File: src/rtl/farbfeld_stream_scaled_blitter_defines.svh
// assertion helpers used by the blitter rtl
`ifndef FARBFELD_STREAM_SCALED_BLITTER_DEFINES_SVH
`define FARBFELD_STREAM_SCALED_BLITTER_DEFINES_SVH

// antecedent implies consequent in the same cycle
`define FFB_ASSERT_IMPL(label, ante, cons) \
  label: assert property (@(posedge clk) disable iff (!rst_n) (ante) |-> (cons)) \
    else $error("ffb assertion failed");

// antecedent implies consequent in the next cycle
`define FFB_ASSERT_NEXT(label, ante, cons) \
  label: assert property (@(posedge clk) disable iff (!rst_n) (ante) |=> (cons)) \
    else $error("ffb assertion failed");

// antecedent implies a delayed consequent
`define FFB_ASSERT_AFTER3(label, ante, cons) \
  label: assert property (@(posedge clk) disable iff (!rst_n) (ante) |-> ##3 (cons)) \
    else $error("ffb assertion failed");

`endif

File: src/rtl/ffb_pkg.sv
package ffb_pkg;

  localparam int WORD_W      = 64;
  localparam int COUNT_W     = 32;
  localparam int INV_W       = 17;
  localparam int OFFS_W      = 16;
  localparam int DIM_W       = 13;
  localparam int STRIDE_W    = 16;
  localparam int FMT_W       = 2;
  localparam int ADDR_W      = 28;
  localparam int BYTE_W      = 8;
  localparam int CFG_IDX_W   = 3;
  localparam int CFG_DATA_W  = 17;
  // four bytes per framebuffer pixel
  localparam int PIXEL_SHIFT = 2;

  // "farbfeld" in ascii
  localparam logic [WORD_W-1:0] MAGIC_WORD = 64'h6661726266656C64;

  typedef logic [1:0] kind_t;
  localparam kind_t KIND_NONE      = 2'd0;
  localparam kind_t KIND_PIXEL     = 2'd1;
  localparam kind_t KIND_HEADER    = 2'd2;
  localparam kind_t KIND_BAD_MAGIC = 2'd3;

  typedef logic [CFG_IDX_W-1:0] reg_idx_t;
  localparam reg_idx_t REG_INV_SCALE   = 3'd0;
  localparam reg_idx_t REG_VERT_OFF    = 3'd1;
  localparam reg_idx_t REG_HORIZ_OFF   = 3'd2;
  localparam reg_idx_t REG_DISP_WIDTH  = 3'd3;
  localparam reg_idx_t REG_DISP_HEIGHT = 3'd4;
  localparam reg_idx_t REG_LINE_STRIDE = 3'd5;
  localparam reg_idx_t REG_PIXEL_FMT   = 3'd6;

  typedef logic [FMT_W-1:0] fmt_t;
  localparam fmt_t FMT_RGB = 2'd0;
  localparam fmt_t FMT_BGR = 2'd1;

  typedef struct packed {
    logic [INV_W-1:0]           inv_scale;
    logic signed [OFFS_W-1:0]   vert_off;
    logic [OFFS_W-1:0]          horiz_off;
    logic [DIM_W-1:0]           disp_width;
    logic [DIM_W-1:0]           disp_height;
    logic [STRIDE_W-1:0]        line_stride;
    fmt_t                       pixel_format;
  } cfg_regs_t;

  localparam cfg_regs_t CFG_RESET = '{
    inv_scale:    17'd65536,
    vert_off:     16'sd0,
    horiz_off:    16'd0,
    disp_width:   13'd640,
    disp_height:  13'd480,
    line_stride:  16'd2560,
    pixel_format: FMT_RGB
  };

endpackage

File: src/rtl/ffb_in_if.sv
interface ffb_in_if import ffb_pkg::*; ();
  logic              valid;
  logic              ready;
  logic [WORD_W-1:0] data_word;
  logic              start_of_image;

  modport source (output valid, output data_word, output start_of_image, input ready);
  modport sink   (input valid, input data_word, input start_of_image, output ready);
endinterface

File: src/rtl/ffb_out_if.sv
interface ffb_out_if import ffb_pkg::*; ();
  logic               valid;
  logic               ready;
  kind_t              result_kind;
  logic [ADDR_W-1:0]  fb_address;
  logic [BYTE_W-1:0]  lane_zero;
  logic [BYTE_W-1:0]  lane_one;
  logic [BYTE_W-1:0]  lane_two;
  logic [COUNT_W-1:0] image_width;
  logic [COUNT_W-1:0] image_height;

  modport source (output valid, output result_kind, output fb_address, output lane_zero,
                  output lane_one, output lane_two, output image_width,
                  output image_height, input ready);
  modport sink   (input valid, input result_kind, input fb_address, input lane_zero,
                  input lane_one, input lane_two, input image_width,
                  input image_height, output ready);
endinterface

File: src/rtl/ffb_cfg.sv
module ffb_cfg import ffb_pkg::*; (
  input  logic                  clk,
  input  logic                  rst_n,
  input  logic                  cfg_we,
  input  reg_idx_t              cfg_index,
  input  logic [CFG_DATA_W-1:0] cfg_data,
  output cfg_regs_t             regs
);

  cfg_regs_t regs_r;

  always_ff @(posedge clk) begin
    if (!rst_n) begin
      regs_r <= CFG_RESET;
    end else if (cfg_we) begin
      unique case (cfg_index)
        REG_INV_SCALE:   regs_r.inv_scale    <= cfg_data[INV_W-1:0];
        REG_VERT_OFF:    regs_r.vert_off     <= $signed(cfg_data[OFFS_W-1:0]);
        REG_HORIZ_OFF:   regs_r.horiz_off    <= cfg_data[OFFS_W-1:0];
        REG_DISP_WIDTH:  regs_r.disp_width   <= cfg_data[DIM_W-1:0];
        REG_DISP_HEIGHT: regs_r.disp_height  <= cfg_data[DIM_W-1:0];
        REG_LINE_STRIDE: regs_r.line_stride  <= cfg_data[STRIDE_W-1:0];
        REG_PIXEL_FMT:   regs_r.pixel_format <= cfg_data[FMT_W-1:0];
        default: ;
      endcase
    end
  end

  assign regs = regs_r;

endmodule

File: src/rtl/ffb_mul.sv
module ffb_mul #(
  parameter int A_W = 32,
  parameter int B_W = 17
) (
  input  logic                 clk,
  input  logic                 en,
  input  logic [A_W-1:0]       a,
  input  logic [B_W-1:0]       b,
  output logic [A_W+B_W-1:0]   p_r
);

  // registered product, held while en is low
  always_ff @(posedge clk) begin
    if (en) begin
      p_r <= a * b;
    end
  end

endmodule

File: src/rtl/farbfeld_stream_scaled_blitter.sv
// pixel request: accepted in idle, then col, addr and out in turn; no new word is accepted
// until out hands the result on; header and ignored words go from idle straight to out
// one 32x17 multiplier serves row scale, column scale and row-times-stride in turn
// a result waiting at the output stalls only the final step of the following request
// synchronous active-low reset: counters, stream phase and held size cleared,
// config registers back to their defaults, output empty
`include "farbfeld_stream_scaled_blitter_defines.svh"

module farbfeld_stream_scaled_blitter import ffb_pkg::*; #(
  parameter int MAX_DISPLAY_DIM = 4096,
  parameter int SCALE_FRAC_BITS = 16
) (
  input  logic                  clk,
  input  logic                  rst_n,
  ffb_in_if.sink                in_ch,
  ffb_out_if.source             out_ch,
  input  logic                  cfg_we,
  input  logic [CFG_IDX_W-1:0]  cfg_index,
  input  logic [CFG_DATA_W-1:0] cfg_data
);

  // product of a counter and the reciprocal scale
  localparam int PROD_W    = COUNT_W + INV_W;
  // floored scaled coordinate
  localparam int SC_W      = PROD_W - SCALE_FRAC_BITS;
  // room for the offset and a sign bit
  localparam int POS_W     = SC_W + 2;
  localparam int LIM_RAW_W = $clog2(MAX_DISPLAY_DIM + 1);
  localparam int LIM_W     = (LIM_RAW_W > DIM_W) ? LIM_RAW_W : DIM_W;

  // sequencer: idle takes a request, col and addr run the shared multiplier,
  // out hands the result to the output register
  typedef enum logic [3:0] {
    ST_IDLE = 4'b0001,
    ST_COL  = 4'b0010,
    ST_ADDR = 4'b0100,
    ST_OUT  = 4'b1000
  } state_t;

  // stream phase: waiting for magic, waiting for the size word, taking pixels
  typedef enum logic [2:0] {
    PH_MAGIC  = 3'b001,
    PH_DIMS   = 3'b010,
    PH_PIXELS = 3'b100
  } phase_t;

  cfg_regs_t cfg;

  state_t state_r, state_nxt;
  phase_t phase_r, phase_nxt;

  logic [COUNT_W-1:0] col_r, col_nxt;
  logic [COUNT_W-1:0] row_r, row_nxt;
  logic [COUNT_W-1:0] held_w_r, held_w_nxt;
  logic [COUNT_W-1:0] held_h_r, held_h_nxt;

  kind_t pend_kind_r, pend_kind_nxt;
  logic  pix_r, pix_nxt;

  // pixel bytes b0, b2 and b4 of the request word
  logic [BYTE_W-1:0] b0_r, b2_r, b4_r;

  logic [DIM_W-1:0] dy_r;
  logic             dy_ok_r;
  logic [DIM_W-1:0] dx_r;
  logic             inside_r;

  logic                accept;
  logic                out_free;
  logic                out_load;

  logic [COUNT_W-1:0]  mul_a;
  logic [INV_W-1:0]    mul_b;
  logic                mul_en;
  logic [PROD_W-1:0]   prod_r;

  logic [LIM_W-1:0]    lim_w;
  logic [LIM_W-1:0]    lim_h;
  logic [SC_W-1:0]     sc;
  logic [POS_W-1:0]    dy_full;
  logic [POS_W-1:0]    dx_full;
  logic                dy_ok;
  logic                dx_ok;

  logic [COUNT_W-1:0]  col_inc;
  logic                col_wrap;
  logic [COUNT_W-1:0]  col_adv;
  logic [COUNT_W-1:0]  row_adv;

  logic                fmt_ok;
  kind_t               res_kind;

  logic                out_valid_r;
  kind_t               out_kind_r;
  logic [ADDR_W-1:0]   out_addr_r;
  logic [BYTE_W-1:0]   out_l0_r, out_l1_r, out_l2_r;
  logic [COUNT_W-1:0]  out_w_r, out_h_r;

  // configuration registers
  ffb_cfg u_cfg (
    .clk       (clk),
    .rst_n     (rst_n),
    .cfg_we    (cfg_we),
    .cfg_index (cfg_index),
    .cfg_data  (cfg_data),
    .regs      (cfg)
  );

  // handshakes
  assign in_ch.ready = (state_r == ST_IDLE);
  assign accept      = in_ch.valid && in_ch.ready;
  assign out_free    = !out_valid_r || out_ch.ready;
  assign out_load    = (state_r == ST_OUT) && out_free;

  // shared multiplier operand select
  // idle keeps row times scale ready so it is in place at acceptance,
  // col forms column times scale, addr forms display row times stride
  always_comb begin
    mul_a = row_r;
    mul_b = cfg.inv_scale;
    unique case (state_r)
      ST_COL: begin
        mul_a = col_r;
      end
      ST_ADDR: begin
        mul_a = COUNT_W'(dy_r);
        mul_b = INV_W'(cfg.line_stride);
      end
      default: ;
    endcase
  end

  // hold the stride product while the result waits at the output
  assign mul_en = (state_r != ST_OUT);

  ffb_mul #(
    .A_W (COUNT_W),
    .B_W (INV_W)
  ) u_mul (
    .clk (clk),
    .en  (mul_en),
    .a   (mul_a),
    .b   (mul_b),
    .p_r (prod_r)
  );

  // clip limits, display size capped at the largest supported display
  assign lim_w = (LIM_W'(cfg.disp_width) < LIM_W'(MAX_DISPLAY_DIM)) ?
                 LIM_W'(cfg.disp_width) : LIM_W'(MAX_DISPLAY_DIM);
  assign lim_h = (LIM_W'(cfg.disp_height) < LIM_W'(MAX_DISPLAY_DIM)) ?
                 LIM_W'(cfg.disp_height) : LIM_W'(MAX_DISPLAY_DIM);

  // floor of the scaled coordinate, then the offsets
  assign sc      = prod_r[PROD_W-1:SCALE_FRAC_BITS];
  assign dy_full = {2'b00, sc} + {{(POS_W-OFFS_W){cfg.vert_off[OFFS_W-1]}}, cfg.vert_off};
  assign dx_full = {2'b00, sc} - {{(POS_W-OFFS_W){1'b0}}, cfg.horiz_off};
  assign dy_ok   = !dy_full[POS_W-1] && (dy_full[POS_W-2:0] < (POS_W-1)'(lim_h));
  assign dx_ok   = !dx_full[POS_W-1] && (dx_full[POS_W-2:0] < (POS_W-1)'(lim_w));

  // coordinate stage registers
  always_ff @(posedge clk) begin
    if (accept) begin
      b0_r <= in_ch.data_word[63:56];
      b2_r <= in_ch.data_word[47:40];
      b4_r <= in_ch.data_word[31:24];
    end
    if (state_r == ST_COL) begin
      dy_r    <= dy_full[DIM_W-1:0];
      dy_ok_r <= dy_ok;
    end
    if (state_r == ST_ADDR) begin
      dx_r     <= dx_full[DIM_W-1:0];
      inside_r <= dy_ok_r && dx_ok && (row_r < held_h_r);
    end
  end

  // counter advance after a pixel, column and row saturate at all ones
  assign col_inc  = (col_r != '1) ? col_r + COUNT_W'(1) : col_r;
  assign col_wrap = (col_inc >= held_w_r);
  assign col_adv  = col_wrap ? '0 : col_inc;
  assign row_adv  = (col_wrap && (row_r != '1)) ? row_r + COUNT_W'(1) : row_r;

  // sequencer and stream phase
  always_comb begin
    state_nxt     = state_r;
    phase_nxt     = phase_r;
    col_nxt       = col_r;
    row_nxt       = row_r;
    held_w_nxt    = held_w_r;
    held_h_nxt    = held_h_r;
    pend_kind_nxt = pend_kind_r;
    pix_nxt       = pix_r;
    unique case (state_r)
      ST_IDLE: begin
        if (accept) begin
          pix_nxt       = 1'b0;
          pend_kind_nxt = KIND_NONE;
          state_nxt     = ST_OUT;
          if (in_ch.start_of_image) begin
            // any marked word restarts the header check
            if (in_ch.data_word == MAGIC_WORD) begin
              phase_nxt = PH_DIMS;
            end else begin
              phase_nxt     = PH_MAGIC;
              pend_kind_nxt = KIND_BAD_MAGIC;
            end
          end else begin
            unique case (phase_r)
              PH_DIMS: begin
                held_w_nxt    = in_ch.data_word[63:32];
                held_h_nxt    = in_ch.data_word[31:0];
                col_nxt       = '0;
                row_nxt       = '0;
                phase_nxt     = PH_PIXELS;
                pend_kind_nxt = KIND_HEADER;
              end
              PH_PIXELS: begin
                pix_nxt   = 1'b1;
                state_nxt = ST_COL;
              end
              // unmarked word while waiting for magic is dropped
              default: ;
            endcase
          end
        end
      end
      ST_COL: begin
        state_nxt = ST_ADDR;
      end
      ST_ADDR: begin
        state_nxt = ST_OUT;
      end
      ST_OUT: begin
        if (out_free) begin
          state_nxt = ST_IDLE;
          if (pix_r) begin
            col_nxt = col_adv;
            row_nxt = row_adv;
          end
        end
      end
      default: begin
        state_nxt = ST_IDLE;
      end
    endcase
  end

  always_ff @(posedge clk) begin
    if (!rst_n) begin
      state_r  <= ST_IDLE;
      phase_r  <= PH_MAGIC;
      col_r    <= '0;
      row_r    <= '0;
      held_w_r <= '0;
      held_h_r <= '0;
    end else begin
      state_r  <= state_nxt;
      phase_r  <= phase_nxt;
      col_r    <= col_nxt;
      row_r    <= row_nxt;
      held_w_r <= held_w_nxt;
      held_h_r <= held_h_nxt;
    end
  end

  always_ff @(posedge clk) begin
    pend_kind_r <= pend_kind_nxt;
    pix_r       <= pix_nxt;
  end

  // result kind: pixels write only on the display and with a known layout
  assign fmt_ok   = (cfg.pixel_format == FMT_RGB) || (cfg.pixel_format == FMT_BGR);
  assign res_kind = pix_r ? ((inside_r && fmt_ok) ? KIND_PIXEL : KIND_NONE) : pend_kind_r;

  // output register, fields not belonging to the kind read as zero
  always_ff @(posedge clk) begin
    if (!rst_n) begin
      out_valid_r <= 1'b0;
    end else if (out_load) begin
      out_valid_r <= 1'b1;
    end else if (out_ch.ready) begin
      out_valid_r <= 1'b0;
    end
  end

  always_ff @(posedge clk) begin
    if (out_load) begin
      out_kind_r <= res_kind;
      if (res_kind == KIND_PIXEL) begin
        // column times four plus row times stride, wrapping at the address width
        out_addr_r <= prod_r[ADDR_W-1:0] + ADDR_W'({dx_r, {PIXEL_SHIFT{1'b0}}});
        out_l0_r   <= (cfg.pixel_format == FMT_RGB) ? b4_r : b0_r;
        out_l1_r   <= b2_r;
        out_l2_r   <= (cfg.pixel_format == FMT_RGB) ? b0_r : b4_r;
      end else begin
        out_addr_r <= '0;
        out_l0_r   <= '0;
        out_l1_r   <= '0;
        out_l2_r   <= '0;
      end
      if (res_kind == KIND_HEADER) begin
        out_w_r <= held_w_r;
        out_h_r <= held_h_r;
      end else begin
        out_w_r <= '0;
        out_h_r <= '0;
      end
    end
  end

  assign out_ch.valid        = out_valid_r;
  assign out_ch.result_kind  = out_kind_r;
  assign out_ch.fb_address   = out_addr_r;
  assign out_ch.lane_zero    = out_l0_r;
  assign out_ch.lane_one     = out_l1_r;
  assign out_ch.lane_two     = out_l2_r;
  assign out_ch.image_width  = out_w_r;
  assign out_ch.image_height = out_h_r;

  // checks
  `FFB_ASSERT_IMPL(a_pixel_fields_zero, out_ch.valid && (out_ch.result_kind != KIND_PIXEL), (out_ch.fb_address == '0) && (out_ch.lane_zero == '0) && (out_ch.lane_one == '0) && (out_ch.lane_two == '0))
  `FFB_ASSERT_IMPL(a_size_fields_zero, out_ch.valid && (out_ch.result_kind != KIND_HEADER), (out_ch.image_width == '0) && (out_ch.image_height == '0))
  `FFB_ASSERT_AFTER3(a_pixel_reaches_out, accept && !in_ch.start_of_image && (phase_r == PH_PIXELS), state_r == ST_OUT)
  `FFB_ASSERT_NEXT(a_size_word_clears, accept && !in_ch.start_of_image && (phase_r == PH_DIMS), (col_r == '0) && (row_r == '0) && (phase_r == PH_PIXELS))

endmodule
File: src/flat_wrapper.sv
// flat-port wrapper written by rule: the top's interface ports become plain ports
module farbfeld_stream_scaled_blitter_flat import ffb_pkg::*;
#(
  parameter int MAX_DISPLAY_DIM = 4096,
  parameter int SCALE_FRAC_BITS = 16
)
  (clk, rst_n, cfg_we, cfg_index, cfg_data, in_ch_valid, in_ch_data_word, in_ch_start_of_image, in_ch_ready, out_ch_valid, out_ch_result_kind, out_ch_fb_address, out_ch_lane_zero, out_ch_lane_one, out_ch_lane_two, out_ch_image_width, out_ch_image_height, out_ch_ready);
  ffb_in_if in_ch_i ();
  ffb_out_if out_ch_i ();
  input  logic clk;
  input  logic rst_n;
  input  logic cfg_we;
  input  logic [CFG_IDX_W-1:0] cfg_index;
  input  logic [CFG_DATA_W-1:0] cfg_data;
  input wire logic [$bits(in_ch_i.valid)-1:0] in_ch_valid;
  input wire logic [$bits(in_ch_i.data_word)-1:0] in_ch_data_word;
  input wire logic [$bits(in_ch_i.start_of_image)-1:0] in_ch_start_of_image;
  output wire logic [$bits(in_ch_i.ready)-1:0] in_ch_ready;
  output wire logic [$bits(out_ch_i.valid)-1:0] out_ch_valid;
  output wire logic [$bits(out_ch_i.result_kind)-1:0] out_ch_result_kind;
  output wire logic [$bits(out_ch_i.fb_address)-1:0] out_ch_fb_address;
  output wire logic [$bits(out_ch_i.lane_zero)-1:0] out_ch_lane_zero;
  output wire logic [$bits(out_ch_i.lane_one)-1:0] out_ch_lane_one;
  output wire logic [$bits(out_ch_i.lane_two)-1:0] out_ch_lane_two;
  output wire logic [$bits(out_ch_i.image_width)-1:0] out_ch_image_width;
  output wire logic [$bits(out_ch_i.image_height)-1:0] out_ch_image_height;
  input wire logic [$bits(out_ch_i.ready)-1:0] out_ch_ready;
  assign in_ch_i.valid = in_ch_valid;
  assign in_ch_i.data_word = in_ch_data_word;
  assign in_ch_i.start_of_image = in_ch_start_of_image;
  assign in_ch_ready = in_ch_i.ready;
  assign out_ch_valid = out_ch_i.valid;
  assign out_ch_result_kind = out_ch_i.result_kind;
  assign out_ch_fb_address = out_ch_i.fb_address;
  assign out_ch_lane_zero = out_ch_i.lane_zero;
  assign out_ch_lane_one = out_ch_i.lane_one;
  assign out_ch_lane_two = out_ch_i.lane_two;
  assign out_ch_image_width = out_ch_i.image_width;
  assign out_ch_image_height = out_ch_i.image_height;
  assign out_ch_i.ready = out_ch_ready;
  farbfeld_stream_scaled_blitter #(.MAX_DISPLAY_DIM(MAX_DISPLAY_DIM), .SCALE_FRAC_BITS(SCALE_FRAC_BITS)) u_core (.clk(clk), .rst_n(rst_n), .in_ch(in_ch_i), .out_ch(out_ch_i), .cfg_we(cfg_we), .cfg_index(cfg_index), .cfg_data(cfg_data));
endmodule
File: config.mk
export PLATFORM = sky130hd
export DESIGN_NAME = farbfeld_stream_scaled_blitter_flat
export DESIGN_NICKNAME = d
export VERILOG_FILES = /design/src/rtl/ffb_pkg.sv /design/src/rtl/ffb_in_if.sv /design/src/rtl/ffb_out_if.sv /design/src/rtl/ffb_cfg.sv /design/src/rtl/ffb_mul.sv /design/src/rtl/farbfeld_stream_scaled_blitter.sv /design/src/flat_wrapper.sv
export VERILOG_INCLUDE_DIRS = /design/src /design/src/rtl
export SDC_FILE = /design/constraint.sdc
export NUM_CORES = 2
export LEC_CHECK = 0
export ABC_CLOCK_PERIOD_IN_PS = 9200
export BUFFER_PORTS_ARGS = -buffer_cell sky130_fd_sc_hd__buf_2
export CAP_MARGIN = 15
export CORE_MARGIN = 2
export CORE_UTILIZATION = 58
export DETAILED_ROUTE_END_ITERATION = 7
export PLACE_DENSITY = 0.79
export SLEW_MARGIN = 20
export SYNTH_ARGS = -nofsm -noshare
export SYNTH_HDL_FRONTEND = slang
export SYNTH_SLANG_ARGS = --single-unit
File: constraint.sdc
create_clock -name clk -period 9.2 [get_ports clk]
set_clock_uncertainty 0.15 [all_clocks]
set_input_delay 0.92 -clock clk [delete_from_list [all_inputs] [get_ports clk]]
set_output_delay 0.92 -clock clk [all_outputs]
set_load 0.01 [all_outputs]
# Word level (Yosys, flattened, before mapping)

Cells that the tools add are included.
Widths: inputs -> output; s select.

Output and inout bits: 120
Flip-flop bits (word level): 451
Bits of input ports: 90
Logic and storage cells: 134

$add $sub $neg: 5
$lt $le $gt $ge: 6
Bitwise gates (word level): 1
Equal/unequal tests: 25
Reduce and logical (&&, ||, !) cells: 31
Mux-type cells: 34
Multipliers: 1

Operators by type and width:

| operator              | count |
|---|---|
| $mux 32               | 10 |
| $pmux 32 s2           | 3 |
| $lt 34x13->1          | 2 |
| $add 32x1->32 const B | 2 |
| $eq 64x63->1 const B  | 1 |
| $ne 32x32->1 const B  | 2 |
| $mul 32x17->49        | 1 |
| $add 34x16->35        | 1 |
| $sub 33x16->34        | 1 |
| $ge 32x32->1          | 1 |
| $lt 32x32->1          | 1 |
| $add 28x15->28        | 1 |
| $lt 13x13->1 const B  | 2 |
| $mux 13               | 2 |
| $reduce_and 2->1      | 9 |
| $mux 17               | 1 |
| $mux 4                | 4 |
| $mux 8                | 2 |
| $pmux 4 s4            | 1 |
| $eq 3x3->1 const B    | 4 |
| $mux 2                | 5 |
| $eq 3x2->1 const B    | 3 |
| $logic_and 1x1->1     | 8 |
| $ne 2x2->1 const B    | 4 |
| 21 further kinds      | 32 |

# Longest topological paths before layout

Depth after elaboration: 8
Depth in mapped cells: 30
Gate-level depth less buffers: 29

# By module

A second synthesis with hierarchy kept.

Cell total of the unflattened synthesis: 4522
Area, all modules: 41437.2 µm²

By module, submodules not included:

| module                         | area each (µm²) | cells each | times used | sequential area each (µm²) |
|---|---|---|---|---|
| farbfeld_stream_scaled_blitter | 19098.3         | 2100       | 1          | 7917.6 |
| ffb_mul                        | 18855.6         | 2088       | 1          | 1471.4 |
| ffb_cfg                        | 3483.3          | 334        | 1          | 1861.8 |

# Least setup slack after synthesis

OpenSTA, ideal clock, no wires.

Path kind: reg-to-reg
Start point: register u_core.state_r[0]
End point: register u_core.u_mul.p_r[42], data pin
Arrival time: 8.317 ns
Buffers on the path: 2
Slack: 0.474 ns
Data required time: 8.791 ns
Library setup time: 0.259 ns
Clock period less this slack: 8.726 ns
Stages on the path, launching flop included: 28
Path through: dfxtp_1 -> nor4b_1 -> clkbuf_1 -> clkbuf_1 -> mux2i_1 -> nor2_1 -> fa_1 -> inv_1 -> fa_1 -> inv_1 -> fa_1 -> fa_1 -> fa_1 -> inv_1 -> fa_1 -> inv_1 -> ha_1 -> nand3_1 -> or4_4 -> a2111oi_2 -> nor4bb_1 -> o31a_1 -> o211ai_2 -> a31oi_1 -> a21oi_1 -> o21a_1 -> nor2_1 -> xnor2_1

Longest elaborated chain between the ends: 3
Elaborated cells between the ends (all ways): 5

RTL lines:

| what                                            | RTL line                              | RTL |
|---|---|---|
| start, declared                                 | farbfeld_stream_scaled_blitter.sv:49  | `state_t state_r, state_nxt;` |
| start signal, assigned                          | farbfeld_stream_scaled_blitter.sv:257 | `state_r <= state_nxt;` |
| $eq 4x3->1 / $eq 4x2->1 (equally long branches) | farbfeld_stream_scaled_blitter.sv:121 | `unique case (state_r)` |
| $pmux 32 s2 / $mux 17 (equally long branches)   | farbfeld_stream_scaled_blitter.sv:121 |  |
| $mul 32x17->49 *                                | ffb_mul.sv:15                         | `p_r <= a * b;` |
| end signal, assigned                            | ffb_mul.sv:15                         |  |
| end, declared                                   | ffb_mul.sv:9                          | `output logic [A_W+B_W-1:0] p_r` |

Mark *: on every way between the ends. The rest lies on a longest branch, timed or not.
A chain may end at the register's enable or synchronous reset.

# Worst setup path in the final report

Ends and elaborated chain as after synthesis.

==> out/qor.txt <==
Synth warnings - 0
I/O pins - 210
critical path capture point type - flip-flop
WP data required - 9.40 ns
complex-gate fraction of the synthesized area - 0.114
GPL Wtd Cong - 1.02
vias in the first global route - 33500
largest net degree at the start of global routing - 79
first-pass GRT wire length - 187000 microns
DRT iter0 DRCs - 3487
Synth Area in Simple Gates - 0.182
P_int - 3600 uW
Skew-Pair Late Insertion Delay - 0.63 ns
worst-path maximum fanout - 28
main combinational cell family by area after synthesis - adder cells
most frequent cell after synthesis - nand2_1
Post-route DRC - 0
Switching Share - 0.276
# fillers - 5729
Final WS setup - 0.419 ns
Hold WC Path Type - reg -> reg
cell mode on critical path - fa_1
Yosys top cell by area - fa_1
post-synth design cell area - 40700 sq um
Seq/Total Area, Yosys - 0.277
Final Hold Viols - 0
final setup fails - 0
Final Max Slew Viols - 0
Die Y - 269 microns
setup TNS - 0 ns
relative slew slack - 0.265
cts bufs inserted - 49
crit path max-delay cell type - fa_1
Place WS - 0.405 ns
XOR/XNOR Fraction of Synth Area - 0.0295
top-area cell type share of the netlist area - 0.223
clk root buf - clkbuf_16
crit path from - u_core.state_r[0]
Area growth syn-to-layout - 9.54%
combinational share of power - 0.128
Worst Path Arrival - 8.98 ns
Post-Place Cells - 5607
Max Cap Viol - 0
initial antenna violation count - 5
clock group share of total power - 0.427
asr flop ratio synth - 0
Non-Filler Instances - 5703
power density cells - 112 nW/um^2
Leak - 0.0199 uW
critical path class - reg -> reg
Worst-Margin Slew - 1.09 ns
Synth Area per Inst - 8.87 sq um
Cell Rows - 97
top cells by area, synth - fa_1 22%, edfxtp_1 16%, dfxtp_1 11%, ha_1 8.5%, nand2_1 8.2%
Routed Antenna Nets - 0
synthesized instance count - 4582
Hold Startpoint - u_core.held_h_r[18]
Yosys reg bits - 451
Nets - 5538
delay of the slowest cell on the worst path - 0.55 ns
Syn Nets - 5399
Primary FF master, synth - dfxtp_1
multiplexer share of the synthesized area - 0.0102
layout cells sized above 1 - 0.0863
Die ar. - 72200 sq um
most frequent cells after synthesis - 892 x nand2_1, 683 x inv_1, 452 x fa_1
crit path time final - 8.78 ns
GR Overflow Total - 0
final WL - 119000 microns
TritonCTS clock tree - built
Net Sw Power - 1370 uW
DP HPWL - 92900 microns
post-DR wirelength/cell - 20.9 microns
Synth Area in Adders - 0.307
vias per cell - 5.95
clock slew at the register clock pins of the worst setup and hold paths - 0.06 ns
status - complete, no violations
total global-route track usage - 0.336
Die X - 269 microns
Post-synth EDFFs - 222
core area - 69700 sq um
H-tree lvl count - 2
CTS sink count - 451
Max clock buf depth - 3
DR pass1 iterations - 6
startpoint types - flip-flop
Fmax - 114 MHz
vias - 33900
r2r startpoint - u_core.state_r[0]
sequential share of power - 0.445
Initial Utilization - 0.584
Cell variety after synth - 85
VDD IR max - 141 uV
RSZ-0062 raised after global routing - false
fin crit share - 0.954
port bufs - 209
flip-flops by register name (all words and copies together) (netlist names), 13 cells and up:
register and count:
u_core.u_cfg.regs 93, u_core.out_ch.image_width 32, u_core.row_r 32, u_core.col_r 32
u_core.out_ch.image_height 32, u_core.dy_r 13, u_core.held_h_r 32, u_core.dx_r 13
u_core.held_w_r 32, u_core.out_ch.fb_address 28, u_core.u_mul.p_r 49
layout make-up:
cell class	instances	area [sq um]	area share
sequential	451	11300	0.253
timing repair buffer	277	1590	0.0358
clock buffer	60	1340	0.0301
antenna	1	2.50	0.0000562
tap	940	1180	0.0264
multi-input combinational	3258	26200	0.589
inverter	684	2570	0.0576
clock inverter	32	382	0.00857
layer usage:
layer  wire length (microns)  share of wire  up-vias  track usage
met3                   13200           0.11      359       0.0710
met5                      33        0.00028        -            0
met4                    7000          0.059        4        0.171
met2                   53300           0.45     1855        0.526
met1                   45500           0.38    16500        0.442
li1                        -              -    15200            -
final timing paths:
path / end / depth (start not counted) / slack (ns)
worst max-delay path: u_core.u_mul.p_r[42] / 29 / 0.42
worst min-delay path: u_core.held_h_r[18] / 2 / 0.31
worst max register to register: u_core.u_mul.p_r[42] / 29 / 0.42
worst min register to register: u_core.held_h_r[18] / 2 / 0.31
cell families (layout without fill, tap and decap cells):
| group | Yosys count | count (layout) |
|---|---|---|
| and+or+nand+nor | 1671 | 1671 |
| buffers and inverters | 873 | 1053 |
| adders and majority gates | 727 | 727 |
| AOI/OAI and AO/OA | 684 | 684 |
| DFF | 451 | 451 |
| xor gates and xnor gates | 137 | 137 |
| muxes | 39 | 39 |
| other | 0 | 1 |
metrics by stage:
| stage | util | area, sq um | total power, uW | hold slack [ns] |
|---|---|---|---|---|
| after floorplan | - | 40700 | 2630 | 0.288 |
| after global placement | 0.613 | 42700 | 2850 | 0.300 |
| after detailed placement | 0.613 | 42700 | 2860 | 0.308 |
| after CTS | 0.638 | 44400 | 4960 | 0.316 |
| after global routing | 0.639 | 44500 | 5100 | 0.330 |
| final | 0.639 | 44500 | 4970 | 0.314 |
placed cells by master, fill, tap and decap left out, drive strengths merged, types with 8 or more instances in the layout:
cell type    n
a2111oi      9
a211oi      15
a21boi     160
a21o        65
a21oi      164
a22o        19
a22oi       45
a31oi       12
and2        39
and3        37
and4        10
buf        276
clkbuf      61
clkinv      14
dfxtp      229
edfxtp     222
fa         452
ha         275
inv        692
mux2        21
mux2i       18
nand2      892
nand2b      28
nand3       65
nand3b       9
nand4       39
nor2       306
nor2b       55
nor3       112
nor4        19
nor4b       11
nor4bb       9
o211ai      11
o21a        23
o21ai       88
o21bai       8
o31ai        8
or3         16
xnor2       93
xor2        44
repair_timing:
action,4_1_cts,5_1_grt
resized for setup,0,10
setup buffers,0,2
setup endpoints to repair,0,5
hold endpoints to repair,0,0
hold buffers,0,0
worst max-delay path: cells and delay by family (launching register included):
kind / cells / cell delay [ns]
xor+xnor: 1 / 0.13
buf+inv: 7 / 0.80
simple gates: 7 / 1.44
compound gates: 7 / 2.01
flops: 1 / 0.48
fa+ha+maj: 7 / 3.45
power groups by stage:
stage,clock [uW],combinational [uW],sequential (uW)
6_report,2120,638,2210
5_1_grt,2210,680,2210
4_1_cts,2140,614,2210
3_5_place_dp,0,610,2250
3_3_place_gp,0,603,2250
2_1_floorplan,0,383,2250
(Power assumes the default switching activity.)
